===== config.mk =====
export PLATFORM = sky130hd
export DESIGN_NAME = pcg32_random_generator
export DESIGN_NICKNAME = d
export VERILOG_FILES = /design/src/design/pcg32_pkg.sv /design/src/design/pcg32_random_generator.sv /design/src/design/pcg32_mod.sv /design/src/design/pcg32_dp.sv /design/src/design/pcg32_ctrl.sv
export SDC_FILE = /design/constraint.sdc
export NUM_CORES = 2
export LEC_CHECK = 0
export ABC_AREA = 1
export BUFFER_PORTS_ARGS = -buffer_cell sky130_fd_sc_hd__buf_2
export CORE_MARGIN = 2
export CORE_UTILIZATION = 44
export CTS_BUF_LIST = sky130_fd_sc_hd__clkbuf_16
export CTS_CLUSTER_DIAMETER = 200
export DETAILED_ROUTE_END_ITERATION = 8
export SYNTH_ARGS = -nofsm -noshare
export SYNTH_HDL_FRONTEND = slang
export SYNTH_SLANG_ARGS = --single-unit

===== constraint.sdc =====
create_clock -name clk -period 12.93 [get_ports clk]
set_input_delay 3.2325 -clock clk [delete_from_list [all_inputs] [get_ports clk]]
set_output_delay 3.2325 -clock clk [all_outputs]
set_load 0.05 [all_outputs]

===== src/design/pcg32_pkg.sv =====
// ----------------------------------------------------------------------------
// pcg32_pkg: shared types and constants for the PCG32 generator
// Request codes, LCG and splitmix64 constants, and the command/status
// structs that join the controller to the datapath.
// ----------------------------------------------------------------------------
package pcg32_pkg;

    localparam logic [63:0] LCG_MUL         = 64'h5851_F42D_4C95_7F2D;
    localparam logic [63:0] LCG_INC         = 64'h1405_7B7E_F767_814F;
    localparam logic [63:0] SM_GOLDEN       = 64'h9E37_79B9_7F4A_7C15;
    localparam logic [63:0] SM_MUL1         = 64'hBF58_476D_1CE4_E5B9;
    localparam logic [63:0] SM_MUL2         = 64'h94D0_49BB_1331_11EB;
    localparam logic [63:0] BASE_SEED_RESET = 64'h1234_5678_90AB_CDEF;

    // APB: one 64-bit register at byte address 8*i, index taken from paddr[3]
    localparam int unsigned PADDR_W           = 4;
    localparam logic        CFG_IDX_BASE_SEED = 1'b0;

    typedef enum logic [1:0] {
        REQ_RAW     = 2'd0,
        REQ_BOUNDED = 2'd1,
        REQ_FRAC    = 2'd2,
        REQ_RESEED  = 2'd3
    } req_t;

    typedef enum logic [2:0] {
        ACC_HOLD,
        ACC_SEED_NEW,
        ACC_SEED_BASE,
        ACC_XS30,
        ACC_XS27,
        ACC_XS31,
        ACC_LOAD_STATE
    } acc_op_t;

    typedef enum logic [1:0] {
        MC_LCG,
        MC_SM1,
        MC_SM2
    } mul_const_t;

    typedef enum logic [1:0] {
        ST_HOLD,
        ST_SEED,
        ST_STEP
    } st_op_t;

    typedef enum logic [1:0] {
        RES_ZERO,
        RES_DRAW,
        RES_FRAC,
        RES_REM
    } res_sel_t;

    typedef enum logic {
        MOD_THR,
        MOD_DRAW
    } mod_sel_t;

    typedef struct packed {
        logic       cap;
        acc_op_t    acc_op;
        logic       mul_en;
        logic [1:0] mul_phase;
        mul_const_t mul_const;
        st_op_t     st_op;
        logic       draw_cap;
        logic       mod_start;
        mod_sel_t   mod_sel;
        logic       thr_cap;
        logic       load_out;
        res_sel_t   res_sel;
    } cmd_t;

    typedef struct packed {
        logic state_zero;
        logic bound_small;
        logic draw_ge_thr;
        logic mod_done;
    } stat_t;

endpackage


===== src/design/pcg32_random_generator.sv =====
// ----------------------------------------------------------------------------
// pcg32_random_generator: PCG32 (XSH-RR) random number generator
// Raw, bounded, unit-fraction and reseed requests on a valid/stall channel,
// base seed register on an APB port.
// ----------------------------------------------------------------------------
// Sequencing: a raw/fraction draw seeds the state first when it is still zero;
//   a reseed runs the splitmix64 seeding alone and returns 0.
// Bounded draw: threshold modulo, then draws until one is not rejected, then
//   the final modulo; bound 0 or 1 returns 0 without drawing.
// Throughput: one transaction at a time; the multiply and modulo are iterative.
// Reset: state cleared to zero (unseeded), base_seed to 0x1234567890ABCDEF.
// ----------------------------------------------------------------------------
module pcg32_random_generator (
    input  logic                            clk,
    input  logic                            rst_n,

    // request channel
    input  logic                            in_valid,
    output logic                            in_stall,
    input  logic [1:0]                      req_type,
    input  logic [63:0]                     new_seed,
    input  logic [31:0]                     bound,

    // result channel
    output logic                            out_valid,
    input  logic                            out_stall,
    output logic [31:0]                     value,

    // APB configuration port
    input  logic                            psel,
    input  logic                            penable,
    input  logic                            pwrite,
    input  logic [pcg32_pkg::PADDR_W-1:0]   paddr,
    input  logic [63:0]                     pwdata,
    output logic [63:0]                     prdata,
    output logic                            pready
);

    pcg32_pkg::cmd_t  cmd;
    pcg32_pkg::stat_t stat;
    logic             cfg_write;
    logic             cfg_sel_seed;
    logic [63:0]      base_seed;

    // Single register: base_seed at byte address 0; anything else reads 0
    // and ignores writes. Writes only store the seed, the state is untouched.
    assign pready       = 1'b1;
    assign cfg_sel_seed = (paddr[pcg32_pkg::PADDR_W-1] == pcg32_pkg::CFG_IDX_BASE_SEED);
    assign cfg_write    = psel && penable && pwrite && pready && cfg_sel_seed;
    assign prdata       = cfg_sel_seed ? base_seed : 64'd0;

    // Controller: sequences one transaction at a time. The result sits in an
    // output register, so the next request is accepted while it waits.
    pcg32_ctrl u_ctrl (
        .clk       (clk),
        .rst_n     (rst_n),
        .in_valid  (in_valid),
        .in_stall  (in_stall),
        .req_type  (req_type),
        .out_valid (out_valid),
        .out_stall (out_stall),
        .stat      (stat),
        .cmd       (cmd)
    );

    // Datapath: generator state, splitmix64 seeding, LCG step, XSH-RR
    // permutation, rejection threshold and modulo by the bound.
    pcg32_dp u_dp (
        .clk       (clk),
        .rst_n     (rst_n),
        .cmd       (cmd),
        .stat      (stat),
        .new_seed  (new_seed),
        .bound     (bound),
        .cfg_we    (cfg_write),
        .cfg_wdata (pwdata),
        .base_seed (base_seed),
        .value     (value)
    );

endmodule


===== src/design/pcg32_mod.sv =====
// ----------------------------------------------------------------------------
// pcg32_mod: iterative 32-bit modulo unit
// Restoring shift/subtract, one dividend bit per cycle; done pulses for one
// cycle once the last bit is processed, with the remainder valid.
// ----------------------------------------------------------------------------
module pcg32_mod (
    input  logic        clk,
    input  logic        rst_n,
    input  logic        start,
    input  logic [31:0] dividend,
    input  logic [31:0] divisor,
    output logic        done,
    output logic [31:0] rem
);

    logic        active_reg;
    logic        done_reg;
    logic [4:0]  cnt_reg;
    logic [31:0] dvd_reg;
    logic [31:0] rem_reg;

    logic [32:0] trial;
    logic [33:0] diff;
    logic [31:0] rem_next;

    always_comb
    begin
        trial    = {rem_reg, dvd_reg[31]};
        diff     = {1'b0, trial} - {2'b00, divisor};
        rem_next = diff[33] ? trial[31:0] : diff[31:0];
    end

    always_ff @(posedge clk or negedge rst_n)
    begin
        if (!rst_n)
        begin
            active_reg <= 1'b0;
            done_reg   <= 1'b0;
            cnt_reg    <= '0;
        end
        else if (start)
        begin
            active_reg <= 1'b1;
            done_reg   <= 1'b0;
            cnt_reg    <= '1;
        end
        else if (active_reg)
        begin
            cnt_reg <= cnt_reg - 5'd1;
            if (cnt_reg == 5'd0)
            begin
                active_reg <= 1'b0;
                done_reg   <= 1'b1;
            end
        end
        else
        begin
            done_reg <= 1'b0;
        end
    end

    always_ff @(posedge clk)
    begin
        if (start)
        begin
            dvd_reg <= dividend;
            rem_reg <= '0;
        end
        else if (active_reg)
        begin
            dvd_reg <= {dvd_reg[30:0], 1'b0};
            rem_reg <= rem_next;
        end
    end

    assign done = done_reg;
    assign rem  = rem_reg;

endmodule


===== src/design/pcg32_dp.sv =====
// ----------------------------------------------------------------------------
// pcg32_dp: generator datapath
// State and work registers, a shared 32x32 multiplier stepped over four
// phases for 64-bit products, XSH-RR output permutation, modulo unit.
// ----------------------------------------------------------------------------
module pcg32_dp (
    input  logic                clk,
    input  logic                rst_n,
    input  pcg32_pkg::cmd_t     cmd,
    output pcg32_pkg::stat_t    stat,
    input  logic [63:0]         new_seed,
    input  logic [31:0]         bound,
    input  logic                cfg_we,
    input  logic [63:0]         cfg_wdata,
    output logic [63:0]         base_seed,
    output logic [31:0]         value
);

    logic [63:0] base_seed_reg;
    logic [63:0] rng_state_reg;
    logic [63:0] seed_in_reg;
    logic [31:0] bound_reg;
    logic [63:0] acc_reg;
    logic [63:0] macc_reg;
    logic [63:0] prod_reg;
    logic [31:0] draw_reg;
    logic [31:0] thr_reg;
    logic [31:0] value_reg;

    logic [63:0] mul_const;
    logic [31:0] mul_a;
    logic [31:0] mul_b;
    logic [63:0] prod_next;
    logic [31:0] perm;
    logic [31:0] mod_dividend;
    logic [31:0] mod_rem;
    logic        mod_done;

    // XSH-RR: xorshift the old state, then rotate right by its top five bits
    function automatic logic [31:0] xsh_rr(input logic [63:0] old);
        logic [63:0] mix;
        logic [31:0] xs;
        logic [63:0] dbl;
        mix = old ^ (old >> 18);
        xs  = mix[58:27];
        dbl = {xs, xs} >> old[63:59];
        return dbl[31:0];
    endfunction

    always_comb
    begin
        unique case (cmd.mul_const)
            pcg32_pkg::MC_SM1: mul_const = pcg32_pkg::SM_MUL1;
            pcg32_pkg::MC_SM2: mul_const = pcg32_pkg::SM_MUL2;
            default:           mul_const = pcg32_pkg::LCG_MUL;
        endcase
        // phase 0: lo*lo, phase 1: lo*hi, phase 2: hi*lo
        mul_a     = (cmd.mul_phase == 2'd2) ? acc_reg[63:32] : acc_reg[31:0];
        mul_b     = (cmd.mul_phase == 2'd1) ? mul_const[63:32] : mul_const[31:0];
        prod_next = mul_a * mul_b;
        perm      = xsh_rr(rng_state_reg);
        mod_dividend = (cmd.mod_sel == pcg32_pkg::MOD_THR) ? (32'd0 - bound_reg) : draw_reg;
    end

    always_ff @(posedge clk or negedge rst_n)
    begin
        if (!rst_n)
        begin
            base_seed_reg <= pcg32_pkg::BASE_SEED_RESET;
            rng_state_reg <= '0;
        end
        else
        begin
            if (cfg_we)
            begin
                base_seed_reg <= cfg_wdata;
            end
            unique case (cmd.st_op)
                pcg32_pkg::ST_SEED: rng_state_reg <= (acc_reg == 64'd0) ? 64'd1 : acc_reg;
                pcg32_pkg::ST_STEP: rng_state_reg <= acc_reg + pcg32_pkg::LCG_INC;
                default:            rng_state_reg <= rng_state_reg;
            endcase
        end
    end

    always_ff @(posedge clk)
    begin
        if (cmd.cap)
        begin
            seed_in_reg <= new_seed;
            bound_reg   <= bound;
        end

        if (cmd.mul_en)
        begin
            prod_reg <= prod_next;
            if (cmd.mul_phase == 2'd1)
            begin
                macc_reg <= prod_reg;
            end
            else if (cmd.mul_phase == 2'd2)
            begin
                macc_reg[63:32] <= macc_reg[63:32] + prod_reg[31:0];
            end
        end

        if (cmd.mul_en && (cmd.mul_phase == 2'd3))
        begin
            acc_reg <= {macc_reg[63:32] + prod_reg[31:0], macc_reg[31:0]};
        end
        else
        begin
            unique case (cmd.acc_op)
                pcg32_pkg::ACC_SEED_NEW:   acc_reg <= seed_in_reg + pcg32_pkg::SM_GOLDEN;
                pcg32_pkg::ACC_SEED_BASE:  acc_reg <= base_seed_reg + pcg32_pkg::SM_GOLDEN;
                pcg32_pkg::ACC_XS30:       acc_reg <= acc_reg ^ (acc_reg >> 30);
                pcg32_pkg::ACC_XS27:       acc_reg <= acc_reg ^ (acc_reg >> 27);
                pcg32_pkg::ACC_XS31:       acc_reg <= acc_reg ^ (acc_reg >> 31);
                pcg32_pkg::ACC_LOAD_STATE: acc_reg <= rng_state_reg;
                default:                   acc_reg <= acc_reg;
            endcase
        end

        if (cmd.draw_cap)
        begin
            draw_reg <= perm;
        end
        if (cmd.thr_cap)
        begin
            thr_reg <= mod_rem;
        end

        if (cmd.load_out)
        begin
            unique case (cmd.res_sel)
                pcg32_pkg::RES_DRAW: value_reg <= draw_reg;
                pcg32_pkg::RES_FRAC: value_reg <= {8'd0, draw_reg[31:8]};
                pcg32_pkg::RES_REM:  value_reg <= mod_rem;
                default:             value_reg <= 32'd0;
            endcase
        end
    end

    pcg32_mod u_mod (
        .clk      (clk),
        .rst_n    (rst_n),
        .start    (cmd.mod_start),
        .dividend (mod_dividend),
        .divisor  (bound_reg),
        .done     (mod_done),
        .rem      (mod_rem)
    );

    always_comb
    begin
        stat.state_zero  = (rng_state_reg == 64'd0);
        stat.bound_small = (bound_reg[31:1] == 31'd0);
        stat.draw_ge_thr = (draw_reg >= thr_reg);
        stat.mod_done    = mod_done;
    end

    assign base_seed = base_seed_reg;
    assign value     = value_reg;

endmodule


===== src/design/pcg32_ctrl.sv =====
// ----------------------------------------------------------------------------
// pcg32_ctrl: request sequencer
// Walks each transaction through seeding, draw, rejection and modulo steps
// and owns the input and output handshakes.
// ----------------------------------------------------------------------------
module pcg32_ctrl (
    input  logic                clk,
    input  logic                rst_n,
    input  logic                in_valid,
    output logic                in_stall,
    input  logic [1:0]          req_type,
    output logic                out_valid,
    input  logic                out_stall,
    input  pcg32_pkg::stat_t    stat,
    output pcg32_pkg::cmd_t     cmd
);

    typedef enum logic [3:0] {
        S_IDLE,
        S_DISPATCH,
        S_THR_WAIT,
        S_DRAW_CHK,
        S_SEED_ADD,
        S_SEED_X30,
        S_SEED_M1,
        S_SEED_X27,
        S_SEED_M2,
        S_SEED_X31,
        S_SEED_ST,
        S_DRAW,
        S_DRAW_MUL,
        S_DRAW_ADD,
        S_MOD_WAIT,
        S_FIN
    } state_t;

    state_t                state_reg, state_next;
    pcg32_pkg::req_t       req_reg, req_next;
    logic [1:0]            mcnt_reg, mcnt_next;
    pcg32_pkg::res_sel_t   res_sel_reg, res_sel_next;
    logic                  out_valid_reg, out_valid_next;

    always_comb
    begin
        state_next     = state_reg;
        req_next       = req_reg;
        mcnt_next      = 2'd0;
        res_sel_next   = res_sel_reg;
        out_valid_next = out_valid_reg && out_stall;

        cmd            = '0;
        cmd.acc_op     = pcg32_pkg::ACC_HOLD;
        cmd.mul_const  = pcg32_pkg::MC_LCG;
        cmd.st_op      = pcg32_pkg::ST_HOLD;
        cmd.mod_sel    = pcg32_pkg::MOD_THR;
        cmd.res_sel    = res_sel_reg;

        unique case (state_reg)
            S_IDLE:
            begin
                if (in_valid)
                begin
                    cmd.cap    = 1'b1;
                    req_next   = pcg32_pkg::req_t'(req_type);
                    state_next = S_DISPATCH;
                end
            end
            S_DISPATCH:
            begin
                unique case (req_reg)
                    pcg32_pkg::REQ_RESEED: state_next = S_SEED_ADD;
                    pcg32_pkg::REQ_BOUNDED:
                    begin
                        if (stat.bound_small)
                        begin
                            res_sel_next = pcg32_pkg::RES_ZERO;
                            state_next   = S_FIN;
                        end
                        else
                        begin
                            cmd.mod_start = 1'b1;
                            cmd.mod_sel   = pcg32_pkg::MOD_THR;
                            state_next    = S_THR_WAIT;
                        end
                    end
                    default: state_next = S_DRAW_CHK;
                endcase
            end
            S_THR_WAIT:
            begin
                if (stat.mod_done)
                begin
                    cmd.thr_cap = 1'b1;
                    state_next  = S_DRAW_CHK;
                end
            end
            S_DRAW_CHK:
            begin
                state_next = stat.state_zero ? S_SEED_ADD : S_DRAW;
            end
            S_SEED_ADD:
            begin
                cmd.acc_op = (req_reg == pcg32_pkg::REQ_RESEED) ? pcg32_pkg::ACC_SEED_NEW
                                                                : pcg32_pkg::ACC_SEED_BASE;
                state_next = S_SEED_X30;
            end
            S_SEED_X30:
            begin
                cmd.acc_op = pcg32_pkg::ACC_XS30;
                state_next = S_SEED_M1;
            end
            S_SEED_M1:
            begin
                cmd.mul_en    = 1'b1;
                cmd.mul_phase = mcnt_reg;
                cmd.mul_const = pcg32_pkg::MC_SM1;
                mcnt_next     = mcnt_reg + 2'd1;
                if (mcnt_reg == 2'd3)
                begin
                    state_next = S_SEED_X27;
                end
            end
            S_SEED_X27:
            begin
                cmd.acc_op = pcg32_pkg::ACC_XS27;
                state_next = S_SEED_M2;
            end
            S_SEED_M2:
            begin
                cmd.mul_en    = 1'b1;
                cmd.mul_phase = mcnt_reg;
                cmd.mul_const = pcg32_pkg::MC_SM2;
                mcnt_next     = mcnt_reg + 2'd1;
                if (mcnt_reg == 2'd3)
                begin
                    state_next = S_SEED_X31;
                end
            end
            S_SEED_X31:
            begin
                cmd.acc_op = pcg32_pkg::ACC_XS31;
                state_next = S_SEED_ST;
            end
            S_SEED_ST:
            begin
                cmd.st_op = pcg32_pkg::ST_SEED;
                if (req_reg == pcg32_pkg::REQ_RESEED)
                begin
                    res_sel_next = pcg32_pkg::RES_ZERO;
                    state_next   = S_FIN;
                end
                else
                begin
                    state_next = S_DRAW;
                end
            end
            S_DRAW:
            begin
                cmd.draw_cap = 1'b1;
                cmd.acc_op   = pcg32_pkg::ACC_LOAD_STATE;
                state_next   = S_DRAW_MUL;
            end
            S_DRAW_MUL:
            begin
                cmd.mul_en    = 1'b1;
                cmd.mul_phase = mcnt_reg;
                cmd.mul_const = pcg32_pkg::MC_LCG;
                mcnt_next     = mcnt_reg + 2'd1;
                if (mcnt_reg == 2'd3)
                begin
                    state_next = S_DRAW_ADD;
                end
            end
            S_DRAW_ADD:
            begin
                cmd.st_op = pcg32_pkg::ST_STEP;
                unique case (req_reg)
                    pcg32_pkg::REQ_BOUNDED:
                    begin
                        if (stat.draw_ge_thr)
                        begin
                            cmd.mod_start = 1'b1;
                            cmd.mod_sel   = pcg32_pkg::MOD_DRAW;
                            state_next    = S_MOD_WAIT;
                        end
                        else
                        begin
                            state_next = S_DRAW_CHK;
                        end
                    end
                    pcg32_pkg::REQ_FRAC:
                    begin
                        res_sel_next = pcg32_pkg::RES_FRAC;
                        state_next   = S_FIN;
                    end
                    default:
                    begin
                        res_sel_next = pcg32_pkg::RES_DRAW;
                        state_next   = S_FIN;
                    end
                endcase
            end
            S_MOD_WAIT:
            begin
                if (stat.mod_done)
                begin
                    res_sel_next = pcg32_pkg::RES_REM;
                    state_next   = S_FIN;
                end
            end
            S_FIN:
            begin
                if (!out_valid_reg || !out_stall)
                begin
                    cmd.load_out   = 1'b1;
                    out_valid_next = 1'b1;
                    state_next     = S_IDLE;
                end
            end
            default: state_next = S_IDLE;
        endcase
    end

    always_ff @(posedge clk or negedge rst_n)
    begin
        if (!rst_n)
        begin
            state_reg     <= S_IDLE;
            req_reg       <= pcg32_pkg::REQ_RAW;
            mcnt_reg      <= 2'd0;
            res_sel_reg   <= pcg32_pkg::RES_ZERO;
            out_valid_reg <= 1'b0;
        end
        else
        begin
            state_reg     <= state_next;
            req_reg       <= req_next;
            mcnt_reg      <= mcnt_next;
            res_sel_reg   <= res_sel_next;
            out_valid_reg <= out_valid_next;
        end
    end

    assign in_stall  = (state_reg != S_IDLE);
    assign out_valid = out_valid_reg;

endmodule

==> results.yml <==
run_status:
  status: "finished, final reports clean"
route:
  drc_errors: 0
  routed_wl_um: 288000
  via_per_inst: 5.60
  firstDrtPassIters: 8
  wl_per_cell_um: 25.0
  ant_nets: 0
  vias: 64500
  drt_iter0_markers: 7116
setup_path:
  required_ns: 13.36
  cp_num_cells: 39
  cpLargestDelayFamily: "adder cells"
  crit_top_cell: "inv_1"
  crit_fanout: 40
  cp_slowest_cell: "nor2_2"
  crit_path_end_kind: "register"
  critPathKind: "register to register"
  path_buf_inv: 12
  cp.arrival_ns: 12.14
  rr_worst_depth: 39
  start_kind: "register"
  max_stage_delay_ns: 0.80
cells_and_area:
  fin_area_um2: 77400
  fin_nets: 10700
  syn_to_final_growth_pct: 8.86
  fin_util_pct: 48.2
  nFillCells: 16100
  layout_common_cells: "nand2_1 (1892), inv_1 (1708), nor2_1 (1220)"
  layout_commonest_cell: "nand2_1"
  final_cells: 11500
  drive_gt1_share_pct: 7.06
  antennaDiodeCount: 0
clock_tree:
  cts_setup_buffers: 0
  cts.sinks: 594
  clkLatencyLatePin_ns: 0.70
  clk_root_buffer_cell: "clkbuf_16"
  clockBufferDepth: 3
  cts_made_buffers: 72
  cts_resized: 0
  cts_tree: "built"
  cts_hold_buf: 0
  h-tree-depth: 3
  clk_pin_slew_worst_paths_ns: 0.06
global_route:
  grt_max_degree: 83
  grt_usage_pct: 34.8
  grt_overflow: 0
  grt_pass1_vias: 63300
  grt_antenna_before_repair: 9
  grt_first_pass_wirelength_um: 419000
yosys:
  yosysWarnings: 0
  yosys_most_used_dff: "edfxtp_1"
  synth_cell_type_count: 64
  yosys.area.top_type: "fa_1"
  yosysTopAreaCellShare_pct: 24.3
  syn_nets: 10600
  synthCells: 9149
  synth_edf_count: 416
  netlist_top_cells_area: "fa_1 (24%), edfxtp_1 (18%), nand2_1 (10%)"
  synth-async-reset-ratio_pct: 24.6
  yosys_register_bits: 594
  synth_area_um2: 71100
  syn_area_per_cell_um2: 7.77
  ys_seq_area_share_pct: 23.7
place:
  placed_cell_area_um2: 74900
  io_buffers: 267
  gp_congestion: 1.04
  dp_cells: 11400
  hpwl_um: 232000
timing:
  fin_crit_sh_pct: 90.6
  hold_violations: 0
  max_slew_margin_pct: 14.3
  fin_setup_tns_ns: 0
  skew_ns: 0.0411
  rsz0062_at_grt: "no"
  fin_crit_ns: 11.71
  max_clock_freq_ghz: 0.0854
  setup_violations: 0
  worstMarginPinSlew_ns: 1.25
  slew_violations: 0
power:
  power.leakage_nw: 37.1
  peakVddDrop_v: 0.0000832
  power_density_nw_per_um2: 57.7
floorplan:
  start_util_pct: 44.3
  die_w_um: 406
  core_um2: 161000
  dieHeight_um: 406
  ios: 272
  core.rowCount: 147
  die-area_um2: 165000
hold_path:
  worstHoldPathCells: 0
  hold_class: "register to register"
job:
  cap_violations: 0
final cells by class:
type	instances	area, µm²	share of cell area, %
multi-input cells	6477	46400	60.0
flip-flops and latches	594	16800	21.7
inverters	1734	6510	8.42
well taps	2160	2700	3.49
repair buffers	414	2450	3.16
clock buffers	74	1850	2.39
clock inverters	60	589	0.762
worst register-to-register path: cells and delay by family, from the launching register on:
kind                       cells  cell delay (ns)
adders and majority gates     10             4.74
and+or+nand+nor               11             2.73
buffers and inverters         12             1.96
AOI/OAI and AO/OA              6             1.59
DFF                            1             0.45
routing by layer:
metal  global-route usage (%)  share of wire [%]  wire length [µm]
met2                     54.6                 45            129000
met5                        0              0.028                80
met3                     5.17                8.1             23300
met1                     45.3                 40            115000
met4                     21.4                7.2             20700
metrics by stage:
stage / total power, mW / setup slack, ns / hold WS (ns)
after floorplan: 2.28 / 2.40 / 0.433
after global placement: 2.36 / 1.69 / 0.449
after detailed placement: 2.36 / 1.55 / 0.453
after CTS: 4.50 / 1.52 / 0.468
after global routing: 4.59 / 0.831 / 0.489
final: 4.46 / 1.22 / 0.464
cell families after synthesis:
kind of cell	synth area share [%]
simple gates	21.4
flops	23.7
xor+xnor	2.12
fa+ha+maj	31.4
compound gates	9.96
buf+inv	11.2
other cells	0.00528
mux	0.324
final timing paths:
kind                       slack (ns)                 end                 from
min in group asynchronous        2.45  u_dp.base_seed[61]                rst_n
hold reg to reg                  0.46    u_dp.macc_reg[0]     u_dp.prod_reg[0]
setup / recovery                 1.22   u_dp.prod_reg[41]  u_ctrl.state_reg[1]
max in group asynchronous        9.20  u_dp.base_seed[20]                rst_n
setup reg to reg                 1.22   u_dp.prod_reg[41]  u_ctrl.state_reg[1]
hold / removal                   0.46    u_dp.macc_reg[0]     u_dp.prod_reg[0]
report_power, final:
part,leakage [nW],internal [mW],switching [mW]
Sequential,5.63,2.07,0.0165
Clock,1.26,1.25,0.897
Combinational,30.2,0.0577,0.176
synth_stat cells (57+ instances only):
cell type and count:
xor2_1 120, nor2_1 1232, edfxtp_1 416, nand4_1 100
o22ai_1 57, o21ai_1 60, fa_1 862, nand3_1 339
nand2_1 1895, a21oi_1 405, nor3_1 88, o21ai_0 478
ha_1 404, dfrtp_1 114, inv_1 1693, clkbuf_1 272
No activity file was read; power rests on OpenSTA's default activity.
